[config.mk]
export PLATFORM = sky130hd
export DESIGN_NAME = utf8_stream_sanitizer
export DESIGN_NICKNAME = d
export VERILOG_FILES = /design/src/hw/rtl/u8s_pkg.sv /design/src/hw/rtl/utf8_stream_sanitizer.sv /design/src/hw/rtl/u8s_step.sv
export VERILOG_INCLUDE_DIRS = /design/src /design/src/hw/rtl
export SDC_FILE = /design/constraint.sdc
export NUM_CORES = 1
export LEC_CHECK = 0
export ABC_AREA = 1
export ABC_CLOCK_PERIOD_IN_PS = 8300
export BUFFER_PORTS_ARGS = -buffer_cell sky130_fd_sc_hd__buf_2
export CAP_MARGIN = 20
export CORE_MARGIN = 2
export CORE_UTILIZATION = 65
export CTS_CLUSTER_DIAMETER = 200
export DETAILED_ROUTE_END_ITERATION = 6
export PLACE_DENSITY = 0.95
export SKIP_CTS_REPAIR_TIMING = 1
export SLEW_MARGIN = 20
export SYNTH_ARGS = -nofsm -noshare
export SYNTH_HDL_FRONTEND = slang
export SYNTH_SLANG_ARGS = --single-unit
[constraint.sdc]
create_clock -name clk -period 8.3 [get_ports clk]
set_clock_uncertainty 0.05 [all_clocks]
set_input_delay 1.66 -clock clk [delete_from_list [all_inputs] [get_ports clk]]
set_output_delay 1.66 -clock clk [all_outputs]
set_load 0.005 [all_outputs]
[src/hw/rtl/utf8_stream_sanitizer_defines.svh]
// assertion macros shared by the utf8 stream sanitizer rtl
// no dependencies; included by the modules that carry assertions
`ifndef UTF8_STREAM_SANITIZER_DEFINES_SVH
`define UTF8_STREAM_SANITIZER_DEFINES_SVH

// condition holds in the same cycle
`define U8S_ASSERT_IMP(lbl, clk, rst_n, ante, cons) \
    lbl: assert property (@(posedge clk) disable iff (!rst_n) (ante) |-> (cons)) \
        else $error("utf8 sanitizer check failed");

// condition holds in the next cycle
`define U8S_ASSERT_NXT(lbl, clk, rst_n, ante, cons) \
    lbl: assert property (@(posedge clk) disable iff (!rst_n) (ante) |=> (cons)) \
        else $error("utf8 sanitizer check failed");

`endif

[src/hw/rtl/u8s_pkg.sv]
// types, constants and byte classification for the utf8 stream sanitizer
// no dependencies
`timescale 1ns / 1ps

package u8s_pkg;

    localparam logic [7:0] QMARK      = 8'h3F;
    localparam logic [7:0] CONT_LO    = 8'h80;
    localparam logic [7:0] CONT_HI    = 8'hBF;
    localparam logic [7:0] LEAD2_LO   = 8'hC2;
    localparam logic [7:0] LEAD2_HI   = 8'hDF;
    localparam logic [7:0] LEAD3_LO   = 8'hE0;
    localparam logic [7:0] LEAD3_HI   = 8'hEF;
    localparam logic [7:0] LEAD4_LO   = 8'hF0;
    localparam logic [7:0] LEAD4_HI   = 8'hF4;
    localparam logic [7:0] LEAD_E0    = 8'hE0;
    localparam logic [7:0] LEAD_ED    = 8'hED;
    localparam logic [7:0] LEAD_F0    = 8'hF0;
    localparam logic [7:0] LEAD_F4    = 8'hF4;
    localparam logic [7:0] E0_LO      = 8'hA0;
    localparam logic [7:0] ED_HI      = 8'h9F;
    localparam logic [7:0] F0_LO      = 8'h90;
    localparam logic [7:0] F4_HI      = 8'h8F;
    localparam int         GROUP_MAX  = 4;

    typedef struct packed {
        logic [7:0] in_byte;
        logic       text_end;
    } in_word_t;

    typedef struct packed {
        logic [7:0] out_byte;
        logic       run_last;
        logic       text_done;
    } out_word_t;

    typedef struct packed {
        logic [2:0]       count;
        logic [3:0][7:0]  bytes;
        logic             text_end;
    } group_t;

    // expected sequence length of a lead byte, 0 for ascii or a bad lead
    function automatic logic [2:0] lead_len(input logic [7:0] b);
        logic [2:0] len;
        begin
            len = 3'd0;
            if (b >= LEAD2_LO && b <= LEAD2_HI)
            begin
                len = 3'd2;
            end
            else if (b >= LEAD3_LO && b <= LEAD3_HI)
            begin
                len = 3'd3;
            end
            else if (b >= LEAD4_LO && b <= LEAD4_HI)
            begin
                len = 3'd4;
            end
            return len;
        end
    endfunction

    // continuation byte range at position pos after the lead
    function automatic logic cont_ok(input logic [7:0] lead, input logic [1:0] pos,
                                     input logic [7:0] b);
        logic [7:0] lo;
        logic [7:0] hi;
        begin
            lo = CONT_LO;
            hi = CONT_HI;
            if (pos == 2'd1)
            begin
                if (lead == LEAD_E0)
                begin
                    lo = E0_LO;
                end
                else if (lead == LEAD_ED)
                begin
                    hi = ED_HI;
                end
                else if (lead == LEAD_F0)
                begin
                    lo = F0_LO;
                end
                else if (lead == LEAD_F4)
                begin
                    hi = F4_HI;
                end
            end
            return (b >= lo) && (b <= hi);
        end
    endfunction

endpackage

[src/hw/rtl/utf8_stream_sanitizer.sv]
// Streaming UTF-8 sanitizer, one byte word in, one byte word out.
// Input channel text_*: text_word carries in_byte and text_end (last byte of a text).
// Output channel clean_*: clean_word carries out_byte, run_last (last result of
// one input word) and text_done (last result of the whole text).
// Each channel moves a word on a rising edge with valid high and stall low.
// Bytes of a well-formed sequence leave unchanged; a failed sequence turns its
// held bytes into '?', bad leads become '?', and text_end flushes an open
// sequence as '?'. Output word count equals input word count.
// The results of a word appear in the cycle after it is taken.
// Throughput: one word per cycle while each word yields at most one result; a
// word that closes or breaks a sequence yields up to four results, drained one
// per cycle from the result group register, which holds the input for that long.
// The input is taken again in the cycle the last result of the group leaves.
// When the receiver stalls, the current result holds and the input stalls once
// a group is waiting. Reset clears the open sequence and the result group.
// depends on u8s_pkg, u8s_step and utf8_stream_sanitizer_defines.svh
`timescale 1ns / 1ps
`include "utf8_stream_sanitizer_defines.svh"

module utf8_stream_sanitizer
    import u8s_pkg::*;
(
    input  logic      clk,
    input  logic      rst_n,
    input  logic      text_valid,
    output logic      text_stall,
    input  in_word_t  text_word,
    output logic      clean_valid,
    input  logic      clean_stall,
    output out_word_t clean_word
);

    group_t           group;
    logic             take;
    logic             last;
    logic             drain;
    logic [2:0]       cnt_reg;
    logic [1:0]       pos_reg;
    logic [3:0][7:0]  bytes_reg;
    logic             end_reg;

    assign clean_valid = cnt_reg != 3'd0;
    assign last        = ({1'b0, pos_reg} + 3'd1) == cnt_reg;
    assign drain       = clean_valid && !clean_stall;
    assign text_stall  = !((cnt_reg == 3'd0) || (drain && last));
    assign take        = text_valid && !text_stall;

    assign clean_word.out_byte  = bytes_reg[pos_reg];
    assign clean_word.run_last  = last;
    assign clean_word.text_done = last && end_reg;

    u8s_step u_step (
        .clk   (clk),
        .rst_n (rst_n),
        .take  (take),
        .word  (text_word),
        .group (group)
    );

    always_ff @(posedge clk or negedge rst_n)
    begin
        if (!rst_n)
        begin
            cnt_reg <= 3'd0;
            pos_reg <= 2'd0;
        end
        else if (take)
        begin
            cnt_reg <= group.count;
            pos_reg <= 2'd0;
        end
        else if (drain)
        begin
            if (last)
            begin
                cnt_reg <= 3'd0;
                pos_reg <= 2'd0;
            end
            else
            begin
                pos_reg <= pos_reg + 2'd1;
            end
        end
    end

    always_ff @(posedge clk)
    begin
        if (take)
        begin
            bytes_reg <= group.bytes;
            end_reg   <= group.text_end;
        end
    end

    `U8S_ASSERT_IMP(a_pos_in_group, clk, rst_n, clean_valid, {1'b0, pos_reg} < cnt_reg)
    `U8S_ASSERT_NXT(a_group_loaded, clk, rst_n, take, cnt_reg == $past(group.count))
    `U8S_ASSERT_NXT(a_stall_holds, clk, rst_n, clean_valid && clean_stall, clean_valid && $stable(clean_word))

endmodule

[src/hw/rtl/u8s_step.sv]
// sequence tracker: held bytes, open sequence state and the result group of one word
// depends on u8s_pkg and utf8_stream_sanitizer_defines.svh
`timescale 1ns / 1ps
`include "utf8_stream_sanitizer_defines.svh"

module u8s_step
    import u8s_pkg::*;
(
    input  logic     clk,
    input  logic     rst_n,
    input  logic     take,
    input  in_word_t word,
    output group_t   group
);

    logic [7:0] held_reg [3];
    logic [1:0] hc_reg;
    logic [1:0] hc_next;
    logic [2:0] sl_reg;
    logic [2:0] sl_next;

    logic [7:0] b;
    logic       open_seq;
    logic       ok;
    logic       complete;
    logic       extend;
    logic       fail;
    logic       relead;
    logic [2:0] len;
    logic       lead_emit;
    logic       lead_hold;
    logic [7:0] lead_byte;
    logic [2:0] n_pre;
    logic [2:0] n_post;
    logic [1:0] hc_step;
    logic [2:0] sl_step;

    always_comb
    begin
        b         = word.in_byte;
        open_seq  = hc_reg != 2'd0;
        ok        = cont_ok(held_reg[0], hc_reg, b);
        complete  = open_seq && ok && (({1'b0, hc_reg} + 3'd1) == sl_reg);
        extend    = open_seq && ok && !complete;
        fail      = open_seq && !ok;
        relead    = !open_seq || fail;
        len       = lead_len(b);
        lead_emit = relead && (len == 3'd0);
        lead_hold = relead && (len != 3'd0);
        lead_byte = b[7] ? QMARK : b;

        n_pre = 3'd0;
        if (complete)
        begin
            n_pre = {1'b0, hc_reg} + 3'd1;
        end
        else if (fail)
        begin
            n_pre = {1'b0, hc_reg};
        end

        hc_step = 2'd0;
        sl_step = 3'd0;
        if (extend)
        begin
            hc_step = hc_reg + 2'd1;
            sl_step = sl_reg;
        end
        else if (lead_hold)
        begin
            hc_step = 2'd1;
            sl_step = len;
        end

        // end of text flushes whatever is still open
        n_post  = 3'd0;
        hc_next = hc_step;
        sl_next = sl_step;
        if (word.text_end)
        begin
            n_post  = {1'b0, hc_step};
            hc_next = 2'd0;
            sl_next = 3'd0;
        end

        group.count    = n_pre + {2'b00, lead_emit} + n_post;
        group.text_end = word.text_end;
        for (int k = 0; k < GROUP_MAX; k++)
        begin
            group.bytes[k] = QMARK;
            if (lead_emit && (n_pre == 3'(k)))
            begin
                group.bytes[k] = lead_byte;
            end
        end
        if (complete)
        begin
            for (int k = 0; k < 3; k++)
            begin
                if (2'(k) < hc_reg)
                begin
                    group.bytes[k] = held_reg[k];
                end
            end
            group.bytes[hc_reg] = b;
        end
    end

    always_ff @(posedge clk or negedge rst_n)
    begin
        if (!rst_n)
        begin
            hc_reg <= 2'd0;
            sl_reg <= 3'd0;
        end
        else if (take)
        begin
            hc_reg <= hc_next;
            sl_reg <= sl_next;
        end
    end

    always_ff @(posedge clk)
    begin
        if (take && extend)
        begin
            held_reg[hc_reg] <= b;
        end
        else if (take && lead_hold)
        begin
            held_reg[0] <= b;
        end
    end

    `U8S_ASSERT_IMP(a_open_shorter, clk, rst_n, hc_reg != 2'd0, {1'b0, hc_reg} < sl_reg)
    `U8S_ASSERT_NXT(a_end_closes, clk, rst_n, take && word.text_end, hc_reg == 2'd0)
    `U8S_ASSERT_IMP(a_end_emits, clk, rst_n, word.text_end, group.count != 3'd0)

endmodule

==> Word level (Yosys, flattened, before mapping) <==
Memories as Yosys holds them, arrays and structs flattened.
Index checks and enable logic that the tools add are counted.
{ "op_classes": {"n_addsub": 6, "n_lt_le_gt_ge": 14, "n_eq_ne": 11, "n_mux": 52, "reduce_logical": 39} }
{ "ops": {"columns": ["op", "n"], "rows": [
  ["$mux W8", 20],
  ["$bwmux W32", 1],
  ["$eq A8 B8 Y1 const B", 4],
  ["$mux W32", 1],
  ["$mux W3", 10],
  ["$ge A8 B8 Y1 const B", 3],
  ["$le A8 B8 Y1 const B", 3],
  ["$logic_and A1 B1 Y1", 21],
  ["$bmux W8 S2", 1],
  ["$demux W8 S2", 1],
  ["$mux W2", 8],
  ["$logic_not A3 Y1", 3],
  ["$ge A8 B8 Y1", 1],
  ["$le A8 B8 Y1", 1],
  ["$reduce_or A8 Y1", 1],
  ["$mux W1", 7],
  ["$mux W7", 1],
  ["$add A2 B1 Y3 const B", 2],
  ["$eq A3 B2 Y1 const B", 2],
  ["$eq A3 B3 Y1", 2],
  ["$lt A2 B3 Y1 const B", 2],
  ["$mux W6", 1],
  ["$reduce_bool A2 Y1", 3],
  ["$reduce_bool A3 Y1", 2],
  ["13 further kinds", 21]
]} }
{ "totals": {"ff_bits": 43, "mem_bits_rw": 24, "in_bits": 13, "out_inout_bits": 12, "elab_cells": 132, "n_memories": 1} }
{ "memory_table": {"columns": ["name", "words", "width", "read_ports", "rd_clocked_by_memory_dff", "wr", "line", "rtl"], "rows": [
  ["u_step.held_reg", 3, 8, 3, 0, 1, "u8s_step.sv:16", "logic [7:0] held_reg [3];"]
]} }

==> Longest topological paths before layout <==
An unclocked memory read counts as a cell.
{ "depth": {"depth_word": 20, "mapped_depth": 24} }

==> Cells and area by module <==
Synthesis repeated with hierarchy kept, for this count alone.
{ "unflattened": {"cells_unflattened": 433, "hier_area_um2": 3893.7} }
{ "modules_own_cells": {"columns": ["module", "n_inst", "cells_per_inst", "area_each_um2"], "rows": [
  ["u8s_step", 1, 305, 2298.5],
  ["utf8_stream_sanitizer", 1, 128, 1595.3]
]} }

==> Worst setup path before layout <==
OpenSTA, ideal clock, no wires.
{ "synth_path": {"path_type": "input-to-reg", "startpoint": "input port text_word[5] (netlist name)", "endpoint": "register cnt_reg[1]", "setup_time_ns": 0.082, "t_arrival_ns": 3.801, "required_ns": 8.168, "slack_ns": 4.367, "stages": 15, "n_path_buf": 0, "cell_sequence": "inv_1 > ha_1 > inv_1 > nor2_1 > nand3_1 > nand2_1 > nand2_2 > nor2_4 > nand2_1 > o211ai_1 > nor2_1 > fa_1 > inv_1 > fa_1 > o22ai_1"} }
{ "synth_via": {"elab_chain_len": 12} }
{ "synth_rtl": {"columns": ["element", "line", "rtl"], "rows": [
  ["start, declared", "utf8_stream_sanitizer.sv:27", "input in_word_t text_word,"],
  ["branches (longest 10 deep; another with $ge A8 B8 Y1)", null, null],
  ["$add A3 B2 Y3 (*)", "u8s_step.sv:86", "group.count = n_pre + {2'b00, lead_emit} + n_post;"],
  ["$mux W3 (*)", "utf8_stream_sanitizer.sv:67", "else if (take)"],
  ["end signal, assigned", "utf8_stream_sanitizer.sv:69", "cnt_reg <= group.count;"],
  ["end, declared", "utf8_stream_sanitizer.sv:37", "logic [2:0] cnt_reg;"]
]} }
Mark *: on every way between the ends.
A chain may end at the register's enable or synchronous reset.

==> Final worst setup path <==
{ "layout_path": {"startpoint": "register u_step.hc_reg[1]", "endpoint": "register cnt_reg[2]"} }
{ "layout_via": {"elab_chain_len": 13} }
{ "layout_rtl": {"columns": ["element", "line", "rtl"], "rows": [
  ["start, declared", "u8s_step.sv:17", "logic [1:0] hc_reg;"],
  ["start signal, assigned", "u8s_step.sv:118", "hc_reg <= hc_next;"],
  ["branches (longest 11 deep; another with $ge A8 B8 Y1)", null, null],
  ["$add A3 B2 Y3 (*)", "u8s_step.sv:86", null],
  ["$mux W3 (*)", "utf8_stream_sanitizer.sv:67", null]
]} }
Marks and branches as above.

==> impl_metrics.env <==
export IMPL_synth_cell_types=42
export IMPL_io_pins=25
export IMPL_peakVddDrop_mv=0.175
export IMPL_ys_ff_latch=67
export IMPL_worstSetupStartpointType="flop"
export IMPL_critPathKind="flop to flop"
export IMPL_clock_fmax_mhz=235
export IMPL_drive_gt1_share_pct=13.9
export IMPL_cts_sinks=67
export IMPL_timing_critical_path_cells="inv_1, ha_1, inv_1, a221oi_1, ha_1, inv_1, nor2_1, nand2_1, nand2_2, nand2_2, nor2_4, nand2_2, o211ai_1, nor2_1, fa_1, inv_1, fa_1, or2_1, nand3_1, o21ai_1"
export IMPL_cts_clk_slew_worst_paths_ps=70
export IMPL_clk_latency_ps=350
export IMPL_synth_fp_nets=450
export IMPL_cts_tree="built"
export IMPL_drt_iter0_drc=403
export IMPL_synthTopCellsByCount="nand2_1 (81), nor2_1 (76), edfxtp_1 (57)"
export IMPL_hold_viol_final=0
export IMPL_cp_required_ps=8490
export IMPL_synth_edf_count=57
export IMPL_syn_cell_area_um2=3780
export IMPL_cp_common_cell="inv_1"
export IMPL_die_w_um=80.2
export IMPL_areaGrowthSynthToFinish_pct=8.22
export IMPL_reg2reg_to="cnt_reg[2]$_DFFE_PN0P_"
export IMPL_endpoint="cnt_reg[2]$_DFFE_PN0P_"
export IMPL_syn_inst=426
export IMPL_place_hpwl_mm=6.29
export IMPL_status="finished clean"
export IMPL_yosysMostFrequentCell="nand2_1"
export IMPL_period_share_pct=51.3
export IMPL_p_leak_nw=1.52
export IMPL_relSlewSlack_pct=48.5
export IMPL_port_buffers=24
export IMPL_hold_class="flop to flop"
export IMPL_die_h_um=80.2
export IMPL_rsz0062_at_grt="false"
export IMPL_crit_slowest_cell="dfrtp_1"
export IMPL_largest_register_ff_count=32
export IMPL_slew_violations=0
export IMPL_routed_wl_mm=8.67
export IMPL_grt_max_degree=40
export IMPL_critical_path_top_delay_family="adder cells"
export IMPL_drv_cap=0
export IMPL_grt_util_all_layers_pct=29.4
export IMPL_antenna_found_initial=0
export IMPL_p_total_mw=1.04
export IMPL_yosys_most_used_dff="edfxtp_1"
export IMPL_final_nets=473
export IMPL_core_area_um2=5570
export IMPL_power_density_nw_per_um2=253
export IMPL_ant_nets=0
export IMPL_rrSetupSlack_ps=4040
export IMPL_critical_path_max_fanout=20
export IMPL_worst_setup_path_end_kind="flop"
export IMPL_yosys_area_top_type_share_pct=45.3
export IMPL_min_period_ps=4260
export IMPL_dieArea_um2=6440
export IMPL_htree_levels=3
export IMPL_regToRegStartpoint="u_step.hc_reg[1]$_DFFE_PN0P_"
export IMPL_antennaDiodeCount=0
export IMPL_ys_warnings_count=0
export IMPL_root_buffer="clkbuf_8"
export IMPL_grt_pass1_vias=2844
export IMPL_avgSynthCellArea_um2=8.86
export IMPL_start_util_pct=67.7
export IMPL_gp_congestion=0.980
export IMPL_path_depth=20
export IMPL_drcViolationCount=0
export IMPL_synth_yosys_seq_area_share_pct=52.0
export IMPL_wl_per_cell_um=16.5
export IMPL_grt_pass1_wl_mm=14.1
export IMPL_clockBufferDepth=2
export IMPL_cp_arrival_ps=4440
export IMPL_max_stage_delay_ps=520
export IMPL_setup_tns_final_ps=0
export IMPL_synthTopCellsByArea="edfxtp_1 (45%), nand2_1 (8.1%), nor2_1 (7.6%)"
export IMPL_worst_slew_pin_slew_ps=771
export IMPL_overflow=0
export IMPL_synth_top_cell_by_area="edfxtp_1"
export IMPL_startpoint="u_step.hc_reg[1]$_DFFE_PN0P_"
export IMPL_async_flop_share_pct=14.9
export IMPL_drtPass1Iterations=5
export IMPL_hold_ws_ps=473
export IMPL_vias=3096
export IMPL_r2r_cells=20
export IMPL_vias_per_cell=5.89
export IMPL_finalSetupViolCount=0
export IMPL_cts_buffers_inserted=9
export IMPL_cp_buffers_inverters=4
export IMPL_num_rows=27
-- per-layer routing --
layer	share of wire [%]	global-route usage [%]	vias to the layer above
met5	0	0	-
met4	2.1	10.8	0
met3	7.4	4.27	22
met2	47	46.9	170
met1	43	41.0	1423
li1	-	-	1481
-- placed cells by master, fill, tap and decap left out, types with 4 or more instances in the layout --
| cell | n |
|---|---|
| nand4_1 | 7 |
| nand2_2 | 8 |
| nand3_1 | 17 |
| o21ai_0 | 26 |
| o22ai_1 | 11 |
| buf_2 | 24 |
| inv_1 | 46 |
| a211oi_1 | 4 |
| nor2_1 | 76 |
| nand2_1 | 81 |
| nor3_1 | 5 |
| nor2_4 | 4 |
| o31ai_1 | 5 |
| a21oi_1 | 7 |
| dfrtp_1 | 10 |
| clkbuf_8 | 9 |
| ha_1 | 9 |
| inv_2 | 4 |
| clkinv_2 | 4 |
| o21ai_1 | 8 |
| edfxtp_1 | 57 |
-- cell families after synthesis --
| group | count (synthesis) | share of synthesized area [%] |
|---|---|---|
| xor gates and xnor gates | 6 | 1.39 |
| adders and majority gates | 11 | 4.04 |
| DFF | 67 | 52.0 |
| buffers and inverters | 63 | 6.76 |
| and+or+nand+nor | 210 | 25.0 |
| AOI/OAI and AO/OA | 69 | 10.9 |
-- where the power goes --
| group | internal (mW) | total, mW | switching [mW] |
|---|---|---|---|
| clock network | 0.104 | 0.223 | 0.119 |
| registers | 0.425 | 0.460 | 0.0346 |
| logic | 0.111 | 0.353 | 0.242 |
-- through the flow --
step | util (%) | cells | worst slack, ps | instance area [um^2]
finish | 73.3 | 526 | 4040 | 4090
global route | 73.3 | 526 | 3780 | 4090
CTS | 73.2 | 526 | 4080 | 4080
detailed placement | 70.4 | 510 | 3740 | 3920
global placement | 70.4 | 510 | 3910 | 3920
floorplan | - | 426 | 4370 | 3780
-- area by class of cell --
| type | count | area, um^2 |
|---|---|---|
| Tap cell | 72 | 90.1 |
| Fill cell | 394 | 1490 |
| Multi-Input combinational cell | 296 | 1560 |
| Inverter | 51 | 191 |
| Clock inverter | 7 | 35.0 |
| Sequential cell | 67 | 1960 |
| Timing Repair Buffer | 24 | 120 |
| Clock buffer | 9 | 124 |
-- worst reg2reg max path, cell delays in order (launching register included) --
cell and delay, ps:
dfrtp_1 520, inv_1 240, ha_1 440, inv_1 240, a221oi_1 270, ha_1 300
inv_1 60, nor2_1 40, nand2_1 60, nand2_2 70, nand2_2 120, nor2_4 50
nand2_2 330, o211ai_1 200, nor2_1 160, fa_1 180, inv_1 50, fa_1 380
or2_1 250, nand3_1 70, o21ai_1 80
-- how the worst min path moves through the flow --
| stage | from | endpoint | depth (start not counted) |
|---|---|---|---|
| 2_1_floorplan | u_step.sl_reg[0]$_DFFE_PN0P_ | u_step.sl_reg[0]$_DFFE_PN0P_ | 2 |
| 3_3_place_gp | u_step.sl_reg[1]$_DFFE_PN0P_ | u_step.sl_reg[1]$_DFFE_PN0P_ | 2 |
| 3_5_place_dp | u_step.sl_reg[1]$_DFFE_PN0P_ | u_step.sl_reg[1]$_DFFE_PN0P_ | 2 |
| 4_1_cts | u_step.sl_reg[1]$_DFFE_PN0P_ | u_step.sl_reg[1]$_DFFE_PN0P_ | 2 |
| 5_1_grt | u_step.sl_reg[1]$_DFFE_PN0P_ | u_step.sl_reg[1]$_DFFE_PN0P_ | 2 |
| 6_report | u_step.sl_reg[1]$_DFFE_PN0P_ | u_step.sl_reg[1]$_DFFE_PN0P_ | 2 |
Note: power is estimated with default switching activity, not from simulation.
